--- src/hw/rtl/cdq_pkg.sv ---
// Shared types and constants for the circular double-ended queue.
package cdq_pkg;

    localparam int DEPTH  = 16;
    localparam int DATA_W = 32;
    localparam int CAP_W  = 5;

    localparam logic [CAP_W-1:0] CAP_RESET = CAP_W'(DEPTH);
    localparam logic [CAP_W-1:0] CAP_MIN   = CAP_W'(1);

    typedef enum logic [1:0] {
        REQ_PUSH_FRONT = 2'd0,
        REQ_PUSH_BACK  = 2'd1,
        REQ_POP_FRONT  = 2'd2,
        REQ_POP_BACK   = 2'd3
    } req_t;

    typedef struct packed {
        logic clear;
        logic add_front;
        logic add_back;
        logic take_front;
        logic take_back;
    } cdq_cell_ctrl_t;

endpackage

--- src/hw/rtl/cdq_cell.sv ---
// One storage cell of the queue chain: shifts data to or from its neighbors, loads a pushed word or empties.
module cdq_cell
    import cdq_pkg::*;
(
    input  logic                     clk,
    input  logic                     rst_n,
    input  cdq_cell_ctrl_t           ctrl,
    input  logic signed [DATA_W-1:0] push_value,
    input  logic                     left_occ,
    input  logic signed [DATA_W-1:0] left_data,
    input  logic                     right_occ,
    input  logic signed [DATA_W-1:0] right_data,
    output logic                     occ_reg,
    output logic signed [DATA_W-1:0] data_reg,
    output logic                     occ_next,
    output logic signed [DATA_W-1:0] data_next
);

    always_comb
    begin
        occ_next  = occ_reg;
        data_next = data_reg;
        if (ctrl.clear)
        begin
            occ_next = 1'b0;
        end
        else if (ctrl.add_front)
        begin
            occ_next  = left_occ;
            data_next = left_data;
        end
        else if (ctrl.add_back)
        begin
            if (!occ_reg && left_occ)
            begin
                occ_next  = 1'b1;
                data_next = push_value;
            end
        end
        else if (ctrl.take_front)
        begin
            occ_next  = right_occ;
            data_next = right_data;
        end
        else if (ctrl.take_back)
        begin
            if (occ_reg && !right_occ)
            begin
                occ_next = 1'b0;
            end
        end
    end

    always_ff @(posedge clk or negedge rst_n)
    begin
        if (!rst_n)
        begin
            occ_reg <= 1'b0;
        end
        else
        begin
            occ_reg <= occ_next;
        end
    end

    always_ff @(posedge clk)
    begin
        data_reg <= data_next;
    end

endmodule

--- src/hw/rtl/circular_double_ended_queue.sv ---
// Top level of the double-ended queue: request decode, cell chain and result register.
//
// The block keeps up to capacity signed 32-bit words in a row of cells, cell 0
// holding the front. Requests arrive on the s_ channel: s_tuser carries the
// request kind (push front, push back, pop front, pop back) and s_tdata the
// word to push. Each request transaction yields one result transaction on the
// m_ channel: m_tdata is the front word after the operation (zero when empty),
// m_tuser carries the empty, full and accepted flags. A push onto a full queue
// or a pop from an empty queue changes nothing and reports accepted low.
// The result appears in the cycle after the request is taken, and one request per
// cycle is sustained unless stalled or cfg_valid is high; all cells update at once.
// When the receiver stalls, the result holds in the output register and the
// next request waits until that register is free or being taken.
// The cfg channel writes the capacity (values below 1 act as 1, above 16 as 16)
// and empties the queue; it is always ready and wins over a request.
// After reset the queue is empty with capacity 16 and no result is pending.
module circular_double_ended_queue
    import cdq_pkg::*;
(
    input  logic        clk,
    input  logic        rst_n,
    input  logic        s_tvalid,
    output logic        s_tready,
    input  logic [31:0] s_tdata,   // [31:0] push_value
    input  logic [1:0]  s_tuser,   // [1:0] req_type
    output logic        m_tvalid,
    input  logic        m_tready,
    output logic [31:0] m_tdata,   // [31:0] front_value
    output logic [2:0]  m_tuser,   // [0] is_empty, [1] is_full, [2] accepted
    input  logic        cfg_valid,
    output logic        cfg_ready,
    input  logic [4:0]  cfg_data   // capacity
);

    logic [CAP_W-1:0]         cap_reg;
    logic                     out_valid_reg;
    logic signed [DATA_W-1:0] front_reg;
    logic                     empty_reg;
    logic                     full_reg;
    logic                     acc_reg;

    logic [DEPTH-1:0]         occ_vec;
    logic [DEPTH-1:0]         occ_nvec;
    logic signed [DATA_W-1:0] data_vec  [DEPTH];
    logic signed [DATA_W-1:0] data_nvec [DEPTH];

    logic [CAP_W-1:0]         cap_wr;
    logic                     in_fire;
    logic                     cfg_fire;
    logic                     is_push;
    logic                     full_now;
    logic                     full_after;
    logic                     req_ok;
    req_t                     req;
    cdq_cell_ctrl_t           ctrl;

    assign cfg_ready = 1'b1;
    assign cfg_fire  = cfg_valid && cfg_ready;
    assign s_tready  = (!out_valid_reg || m_tready) && !cfg_valid;
    assign in_fire   = s_tvalid && s_tready;
    assign req       = req_t'(s_tuser);
    assign is_push   = req inside {REQ_PUSH_FRONT, REQ_PUSH_BACK};

    always_comb
    begin
        full_now   = 1'b0;
        full_after = 1'b0;
        for (int i = 0; i < DEPTH; i++)
        begin
            if (CAP_W'(i + 1) == cap_reg)
            begin
                full_now   = occ_vec[i];
                full_after = occ_nvec[i];
            end
        end
    end

    assign req_ok = is_push ? !full_now : occ_vec[0];

    always_comb
    begin
        ctrl       = '0;
        ctrl.clear = cfg_fire;
        if (in_fire && req_ok && !cfg_fire)
        begin
            case (req)
                REQ_PUSH_FRONT: ctrl.add_front  = 1'b1;
                REQ_PUSH_BACK:  ctrl.add_back   = 1'b1;
                REQ_POP_FRONT:  ctrl.take_front = 1'b1;
                REQ_POP_BACK:   ctrl.take_back  = 1'b1;
                default:        ctrl            = '0;
            endcase
        end
    end

    for (genvar g = 0; g < DEPTH; g++)
    begin : g_cell
        logic                     l_occ;
        logic signed [DATA_W-1:0] l_data;
        logic                     r_occ;
        logic signed [DATA_W-1:0] r_data;

        if (g == 0)
        begin : g_first
            assign l_occ  = 1'b1;
            assign l_data = s_tdata;
        end
        else
        begin : g_mid
            assign l_occ  = occ_vec[g-1];
            assign l_data = data_vec[g-1];
        end

        if (g == DEPTH - 1)
        begin : g_last
            assign r_occ  = 1'b0;
            assign r_data = '0;
        end
        else
        begin : g_inner
            assign r_occ  = occ_vec[g+1];
            assign r_data = data_vec[g+1];
        end

        cdq_cell u_cell (
            .clk        (clk),
            .rst_n      (rst_n),
            .ctrl       (ctrl),
            .push_value (s_tdata),
            .left_occ   (l_occ),
            .left_data  (l_data),
            .right_occ  (r_occ),
            .right_data (r_data),
            .occ_reg    (occ_vec[g]),
            .data_reg   (data_vec[g]),
            .occ_next   (occ_nvec[g]),
            .data_next  (data_nvec[g])
        );
    end

    always_comb
    begin
        if (cfg_data < CAP_MIN)
        begin
            cap_wr = CAP_MIN;
        end
        else if (cfg_data > CAP_RESET)
        begin
            cap_wr = CAP_RESET;
        end
        else
        begin
            cap_wr = cfg_data;
        end
    end

    always_ff @(posedge clk or negedge rst_n)
    begin
        if (!rst_n)
        begin
            cap_reg       <= CAP_RESET;
            out_valid_reg <= 1'b0;
        end
        else
        begin
            if (cfg_fire)
            begin
                cap_reg <= cap_wr;
            end
            if (in_fire)
            begin
                out_valid_reg <= 1'b1;
            end
            else if (m_tready)
            begin
                out_valid_reg <= 1'b0;
            end
        end
    end

    always_ff @(posedge clk)
    begin
        if (in_fire)
        begin
            front_reg <= occ_nvec[0] ? data_nvec[0] : '0;
            empty_reg <= !occ_nvec[0];
            full_reg  <= full_after;
            acc_reg   <= req_ok;
        end
    end

    assign m_tvalid = out_valid_reg;
    assign m_tdata  = front_reg;
    assign m_tuser  = {acc_reg, full_reg, empty_reg};

`ifndef ASSERT_OFF
    a_occ_contiguous: assert property (@(posedge clk) disable iff (!rst_n)
        (occ_vec & (occ_vec + DEPTH'(1))) == '0)
        else $error("occupied cells are not contiguous from the front");

    a_occ_within_cap: assert property (@(posedge clk) disable iff (!rst_n)
        $countones(occ_vec) <= int'(cap_reg))
        else $error("more cells occupied than the capacity allows");

    a_full_push_rejected: assert property (@(posedge clk) disable iff (!rst_n)
        (in_fire && is_push && full_now) |=> !m_tuser[2])
        else $error("push onto a full queue was not rejected");

    a_cfg_empties: assert property (@(posedge clk) disable iff (!rst_n)
        cfg_fire |=> (occ_vec == '0))
        else $error("capacity write did not empty the queue");
`endif

endmodule
--- config.mk ---
export PLATFORM = sky130hd
export DESIGN_NAME = circular_double_ended_queue
export DESIGN_NICKNAME = d
export VERILOG_FILES = /design/src/hw/rtl/cdq_pkg.sv /design/src/hw/rtl/cdq_cell.sv /design/src/hw/rtl/circular_double_ended_queue.sv
export SDC_FILE = /design/constraint.sdc
export NUM_CORES = 1
export LEC_CHECK = 0
export BUFFER_PORTS_ARGS = -buffer_cell sky130_fd_sc_hd__buf_4
export CAP_MARGIN = 20
export CORE_ASPECT_RATIO = 0.8
export CORE_UTILIZATION = 25
export CTS_CLUSTER_DIAMETER = 50
export DETAILED_ROUTE_END_ITERATION = 8
export SYNTH_ARGS = -nofsm -noshare
export SYNTH_HDL_FRONTEND = slang
export SYNTH_SLANG_ARGS = --single-unit
--- constraint.sdc ---
create_clock -name clk -period 6.1 [get_ports clk]
set_clock_uncertainty 0.15 [all_clocks]
set_input_delay 1.22 -clock clk [delete_from_list [all_inputs] [get_ports clk]]
set_output_delay 1.22 -clock clk [all_outputs]
set_load 0.1 [all_outputs]
==> out/qor.yml, run 1 <==
start_util_pct: 25.4
layout-drive-gt1-share_pct: 9.74
setup.worst_path.class: "flip-flop to flip-flop"
routabilityCongestion: 0.806
grt_pass1_vias: 19722
intPower_uw: 6680
yosysTopAreaCellShare_pct: 58.0
post_cts_buffers: 0
synth.avg_cell_area_sq_um: 10.1
portBuffers: 80
ys.flop_type: "edfxtp_1"
power_density_mw_per_mm2: 295
setup_viol: 0
setup_slack_ns: 2.03
r2r_slack_ns: 2.03
antenna_cells_inserted: 0
cts_hold_buf: 0
fillCellCount: 10987
die-area_sq_mm: 0.108
grt_overflow: 0
rsz0062_at_grt: "no"
fp.coreArea_sq_mm: 0.105
yosys-top-cells-area: "edfxtp_1 (58%), a21oi_1 (9.7%), o21ai_0 (8.5%)"
slowest_stage: "dfrtp_1"
synth.most_common_cell: "edfxtp_1"
path_buf_inv: 0
period_share_pct: 66.7
vdd.ir_drop.worst_v: 0.000203
cp.depth: 10
min_period_ns: 4.07
synth_edf_count: 515
largest_register_ffs: 512
h-tree-depth: 2
clock_latency_ns: 0.63
wl_per_cell_um: 16.2
vias_per_cell: 4.88
maxSlewViolCount: 0
yosysSeqAreaShare_pct: 62.5
dp_hpwl_mm: 42.5
yosysWarnings: 0
vias: 19546
worst_setup_path_end_kind: "flip-flop"
synthesis.area_sq_mm: 0.0266
cts.sink_count: 569
root_buffer: "clkbuf_16"
crit_chain: "nor3b_1 -> o21a_1 -> o211ai_2 -> and3_4 -> o21ai_4 -> a21oi_2 -> a2111oi_1 -> a2111oi_1 -> a2111o_1 -> a21oi_2"
grt_util_all_layers_pct: 11.5
grt_max_degree: 247
ctsResizeCount: 0
hold_depth: 2
hold_class: "flip-flop to flip-flop"
yosysTopAreaCell: "edfxtp_1"
p_switching_uw: 2270
die_height_um: 294
switching_share_pct: 25.4
antenna_found_initial: 0
drtIter0Drc: 1419
rr_worst_depth: 10
synth_cell_types: 77
comb_power_share_pct: 10.4
synthArstFlopShare_pct: 3.87
critPathLaunchType: "flip-flop"
crit_required_ns: 6.42
worst_slew_pin_slew_ns: 1.09
drtAntennaViolNets: 0
max_slew_margin_pct: 27.6
leakage_uw: 0.0105
path_delay_family: "compound AO/OA/AOI/OAI gates"
syn_to_final_growth_pct: 14.1
drv_cap: 0
critical_path.max_fanout: 24
cts_buffer_depth: 3
arrival_ns: 4.39
worst_path_largest_cell_delay_ns: 0.80
die_w_um: 367
pwr-share-seq_pct: 50.7
rows: 106
cts_tree: "built"
finalWirelength_mm: 64.9
firstDrtPassIters: 7
pwr-share-clk_pct: 39.0
setup_tns_ns: 0
drc: 0
io_pins: 82
final_core_utilization_pct: 28.9
grt_first_pass_wirelength_mm: 104
hold_viol_final: 0
timing.fmax_ghz: 0.246
ys_ff_latch: 569
nets: 2599
status: "finished, final reports clean"
syn_inst: 2638
synthTopCellsByCount: "edfxtp_1 (515), a21oi_1 (514), nand2_1 (483), o21ai_0 (453), clkbuf_1 (190)"
numCtsBuffers: 58
cts.clk_slew.worst_paths_ns: 0.06
syn_nets: 2682
post-place-ws_ns: 1.47
==> power groups by stage <==
stage	combinational, uW	clock [uW]	sequential [uW]
finish	927	3490	4540
global route	1040	3720	4550
global placement	911	0	4620
floorplan	643	0	4660
detailed placement	927	0	4620
CTS	927	3570	4540
==> metrics by stage <==
| stage | cells | power, uW | area (sq um) | hold WS [ns] |
|---|---|---|---|---|
| 5_1_grt | 4002 | 9310 | 30400 | 0.341 |
| 2_1_floorplan | 2638 | 5300 | 26600 | 0.302 |
| 3_5_place_dp | 3889 | 5550 | 28400 | 0.327 |
| 4_1_cts | 3992 | 9040 | 30200 | 0.310 |
| 3_3_place_gp | 3889 | 5540 | 28400 | 0.333 |
| 6_report | 4002 | 8950 | 30400 | 0.335 |
==> layout make-up <==
type | count | area, sq um | share of cell area [%]
tap | 1404 | 1760 | 5.78
clock inverter | 29 | 277 | 0.910
clock buffer | 74 | 1540 | 5.08
multi-input combinational | 1795 | 9020 | 29.7
sequential | 569 | 16700 | 54.8
inverter | 15 | 63.8 | 0.210
timing repair buffer | 116 | 1080 | 3.56
==> worst min-delay path, delay by kind of cell, from the launching register on <==
| family | cells | cell delay [ns] |
|---|---|---|
| and+or+nand+nor | 2 | 0.13 |
| DFF | 1 | 0.33 |
==> kinds of logic after synthesis <==
kind of cell / count (synthesis) / share of synthesized area, %
AO/OA/AOI/OAI: 1080 / 21.6
AND/OR/NAND/NOR: 713 / 11.5
flip-flops: 569 / 62.5
buffers and inverters: 274 / 4.34
multiplexers: 1 / 0.0423
other: 1 / 0.0141
==> final timing paths <==
check                                               from                       endpoint
min in group asynchronous                          rst_n                       m_tvalid
setup / recovery                              cap_reg[2]                       full_reg
hold reg to reg            g_cell[0].u_cell.data_reg[22]  g_cell[0].u_cell.data_reg[22]
hold / removal             g_cell[0].u_cell.data_reg[22]  g_cell[0].u_cell.data_reg[22]
max in group asynchronous                          rst_n                     cap_reg[4]
setup reg to reg                              cap_reg[2]                       full_reg
==> cell usage in the layout, fill, tap and decap left out, drive strengths merged, types with 2 or more instances in the layout <==
cell type / n
inv: 16
nand3b: 8
o31ai: 3
and3: 2
nand2: 483
o21ai: 457
a211oi: 7
clkinv: 20
a211o: 2
a2111oi: 3
nand3: 6
nor2: 97
nor4b: 2
bufinv: 4
nand2b: 18
or3b: 2
or2: 3
and2: 54
o211a: 2
o21a: 2
or3: 2
a31oi: 5
a21boi: 4
edfxtp: 515
a221oi: 7
dfxtp: 32
nor3: 26
a21o: 3
nor4: 2
nand4: 4
o211ai: 3
buf: 116
a21oi: 523
o22ai: 44
clkinvlp: 4
clkbuf: 74
dfrtp: 21
==> layer usage <==
metal  vias to the layer above  GRT usage, %  part of all wire [%]
li1                       9360             -                     -
met1                      9756          15.2                    45
met2                       346          19.4                    49
met3                        84          1.54                   3.8
met4                         0          3.90                   2.6
met5                         -             0                     0
(Power assumes the default switching activity.)
==> run 2, diff against run 1 <==
--- a/config.mk
+++ b/config.mk
@@ -5,6 +5,7 @@
 export SDC_FILE = /design/constraint.sdc
 export NUM_CORES = 1
 export LEC_CHECK = 0
+export ABC_AREA = 1
 export BUFFER_PORTS_ARGS = -buffer_cell sky130_fd_sc_hd__buf_4
 export CAP_MARGIN = 20
 export CORE_ASPECT_RATIO = 0.8
==> constraint.sdc (replaced) <==
create_clock -name clk -period 4.19 [get_ports clk]
set_clock_uncertainty 0.15 [all_clocks]
set_input_delay 0.838 -clock clk [delete_from_list [all_inputs] [get_ports clk]]
set_output_delay 0.838 -clock clk [all_outputs]
set_load 0.1 [all_outputs]
==> out/qor.yml, run 2 <==
grt_util_all_layers_pct: 12.8  # was 11.5%
leakage_uw: 0.0116  # was 0.0105 uW
drv_cap: 0  # unchanged
synth_cell_types: 40  # was 77
synth_edf_count: 515  # unchanged
slowest_stage: "a21oi_4"  # was dfrtp_1
grt_use_met2_pct: 18.1  # was 19.4%
path_delay_family: "simple AND/OR/NAND/NOR gates"  # was compound AO/OA/AOI/OAI gates
cts.sink_count: 569  # unchanged
crit_required_ns: 4.33  # was 6.42 ns
min_period_ns: 3.82  # was 4.07 ns
syn_inst: 2323  # was 2638
post-place-ws_ns: 0.299  # was 1.47 ns
ctsResizeCount: 0  # unchanged
synth.avg_cell_area_sq_um: 11.3  # was 10.1 sq um
worst_slew_pin_slew_ns: 1.08  # was 1.09 ns
min_from: "m_tready"  # was g_cell[0].u_cell.data_reg[22]
synth.most_common_cell: "inv_1"  # was edfxtp_1
worst_path_largest_cell_delay_ns: 0.82  # was 0.80 ns
rr_endpoint: "g_cell[2].u_cell.data_reg[3]"  # was full_reg
drtIter0Drc: 2066  # was 1419
grt_overflow: 0  # unchanged
busiest_layer: "met1"  # was met2
holdWs_ns: 0.301  # was 0.335 ns
grt_pass1_vias: 17570  # was 19722
antenna_cells_inserted: 0  # unchanged
setup.worst_path.class: "flip-flop to flip-flop"  # unchanged
crit_top_cell: "nand2_1"
crit_chain: "inv_2 -> nand2_1 -> nor2_2 -> nand3_1 -> nand2_1 -> inv_1 -> nand4_1 -> nand2_1 -> nand4_1 -> nand2_1 -> nand4_1 -> nand2_2 -> nand3_4 -> inv_8 -> a21oi_4 -> a21oi_4 -> buf_4"  # was nor3b_1 -> o21a_1 -> o211ai_2 -> and3_4 -> o21ai_4 -> a21oi_2 -> a2111oi_1 -> a2111oi_1 -> a2111o_1 -> a21oi_2
arrival_ns: 3.96  # was 4.39 ns
rsz0062_at_grt: "no"  # unchanged
yosys-top-cells-area: "edfxtp_1 (59%), o221ai_1 (14%), inv_1 (7.7%)"  # was edfxtp_1 (58%), a21oi_1 (9.7%), o21ai_0 (8.5%)
r2r_slack_ns: 0.37  # was 2.03 ns
yosysTopAreaCellShare_pct: 59.1  # was 58.0%
worst_setup_path_end_kind: "flip-flop"  # unchanged
layout-drive-gt1-share_pct: 10.6  # was 9.74%
max_slew_margin_pct: 27.7  # was 27.6%
setup_viol: 0  # unchanged
grt_first_pass_wirelength_mm: 106  # was 104 mm
grt_max_degree: 175  # was 247
cts_tree: "built"  # unchanged
hold_class: "input pin to flip-flop"  # was flip-flop to flip-flop
synthesis.area_sq_mm: 0.0262  # was 0.0266 sq mm
fp.coreArea_sq_mm: 0.103  # was 0.105 sq mm
dp_hpwl_mm: 42.6  # was 42.5 mm
mostFrequentLayoutCells: "inv_1 (537), edfxtp_1 (515), o221ai_1 (406), nand2_1 (180), buf_4 (134)"  # was edfxtp_1 (515), a21oi_1 (499), nand2_1 (483), o21ai_0 (453), buf_4 (99)
numCtsBuffers: 52  # was 58
timing.fmax_ghz: 0.262  # was 0.246 GHz
status: "finished, final reports clean"  # unchanged
cts.clk_slew.worst_paths_ns: 0.07  # was 0.06 ns
maxSlewViolCount: 0  # unchanged
antenna_found_initial: 2  # was 0
cts_buffer_depth: 3  # unchanged
hold_depth: 2  # unchanged
dp_cells: 3671  # was 3889
largest_register_ffs: 512  # unchanged
path_buf_inv: 4  # was 0
io_pins: 82  # unchanged
dpl-instance-area_sq_mm: 0.0285  # was 0.0284 sq mm
layout_commonest_cell: "inv_1"  # was edfxtp_1
die_height_um: 291  # was 294 um
ys_ff_latch: 569  # unchanged
root_buffer: "clkbuf_16"  # unchanged
routabilityCongestion: 0.815  # was 0.806
ys.flop_type: "edfxtp_1"  # unchanged
rr_worst_depth: 17  # was 10
met3_usage_pct: 2.37  # was 1.54%
die-area_sq_mm: 0.106  # was 0.108 sq mm
start_util_pct: 25.4  # about the same
setup_slack_ns: 0.374  # was 2.03 ns
post_layout_nonfiller_instances: 3772  # was 4002
h-tree-depth: 2  # unchanged
rows: 105  # was 106
firstDrtPassIters: 6  # was 7
syn_nets: 2367  # was 2682
whs_endpoint: "m_tvalid"  # was g_cell[0].u_cell.data_reg[22]
drtAntennaViolNets: 0  # unchanged
portBuffers: 80  # unchanged
critPathLaunchType: "flip-flop"  # unchanged
synthArstFlopShare_pct: 3.87  # unchanged
grt.met1_usage_pct: 19.9  # was 15.2%
power_density_mw_per_mm2: 417  # was 295 mW/mm^2
vias_per_cell: 4.92  # was 4.88
setup_tns_ns: 0  # unchanged
period_share_pct: 91.1  # was 66.7%
wl_per_cell_um: 18.4  # was 16.2 um
final_area_sq_mm: 0.0301  # was 0.0304 sq mm
yosysSeqAreaShare_pct: 63.6  # was 62.5%
clock_latency_ns: 0.60  # was 0.63 ns
r2r-start: "cap_reg[0]"  # was cap_reg[2]
vias: 18573  # was 19546
hold_viol_final: 0  # unchanged
die_w_um: 364  # was 367 um
nets: 2384  # was 2599
syn_to_final_growth_pct: 15.1  # was 14.1%
synthTopCellsByCount: "inv_1 (539), edfxtp_1 (515), o221ai_1 (406), nand2_1 (180), nor2_1 (103)"  # was edfxtp_1 (515), a21oi_1 (514), nand2_1 (483), o21ai_0 (453), clkbuf_1 (190)
drc: 0  # unchanged
critical_path.max_fanout: 20  # was 24
vdd.ir_drop.worst_v: 0.000281  # was 0.000203 V
yosysTopAreaCell: "edfxtp_1"  # unchanged
finalWirelength_mm: 69.5  # was 64.9 mm
yosysWarnings: 0  # unchanged
## run 2: changes by cell type after synthesis, moves of 23 or more
cell,change
o21ai_1,+26
a21oi_1,-463
o22ai_1,-31
inv_1,+527
o211ai_1,+57
nand2_1,-303
and2_1,-43
nand3_1,+23
o221ai_1,+405
o21ai_0,-361
clkbuf_1,-109
## run 2: logic make-up after synthesis
| family | synth area share [%] |
|---|---|
| AO/OA/AOI/OAI | 19.7 |
| other | 0.0143 |
| flip-flops | 63.6 |
| buffers and inverters | 11.0 |
| AND/OR/NAND/NOR | 5.58 |
## run 2: metal layers
metal,wire [um],up-vias
met5,0,-
met4,928,0
li1,-,8557
met2,29200,722
met3,5510,75
met1,33900,9219
## run 2: power breakdown
group | leakage, uW | switching, uW | internal, uW
Sequential | 0.00531 | 116 | 6510
Combinational | 0.00555 | 863 | 395
Clock | 0.000780 | 2140 | 2530
## run 2: layout make-up
cell class | instances | area [sq um]
clock inverter | 20 | 149
timing repair buffer | 146 | 1240
sequential | 569 | 16700
fill | 10565 | 73000
clock buffer | 75 | 1450
inverter | 547 | 2060
tap | 1391 | 1740
multi-input combinational | 1024 | 6820
## run 2: how the worst max path moves through the flow
stage / endpoint / from / cells after the start
after floorplan: g_cell[10].u_cell.data_reg[0] / m_tready / 10
after global placement: full_reg / cap_reg[4] / 24
after detailed placement: full_reg / cap_reg[4] / 24
after CTS: full_reg / cap_reg[4] / 24
after global routing: full_reg / cap_reg[0] / 25
final: g_cell[2].u_cell.data_reg[3] / cap_reg[0] / 17
## run 2: stage by stage
stage	total power [uW]	utilization [%]
CTS	12600	29.2
finish	12500	29.2
floorplan	7580	-
global route	13000	29.2
detailed placement	7990	27.6
global placement	7960	27.6
## run 2: what timing repair did
action,in CTS,in global routing
endpoints found under the hold margin,21,0
hold buffers,1,0
setup endpoints to repair,0,1
buffers inserted,0,5
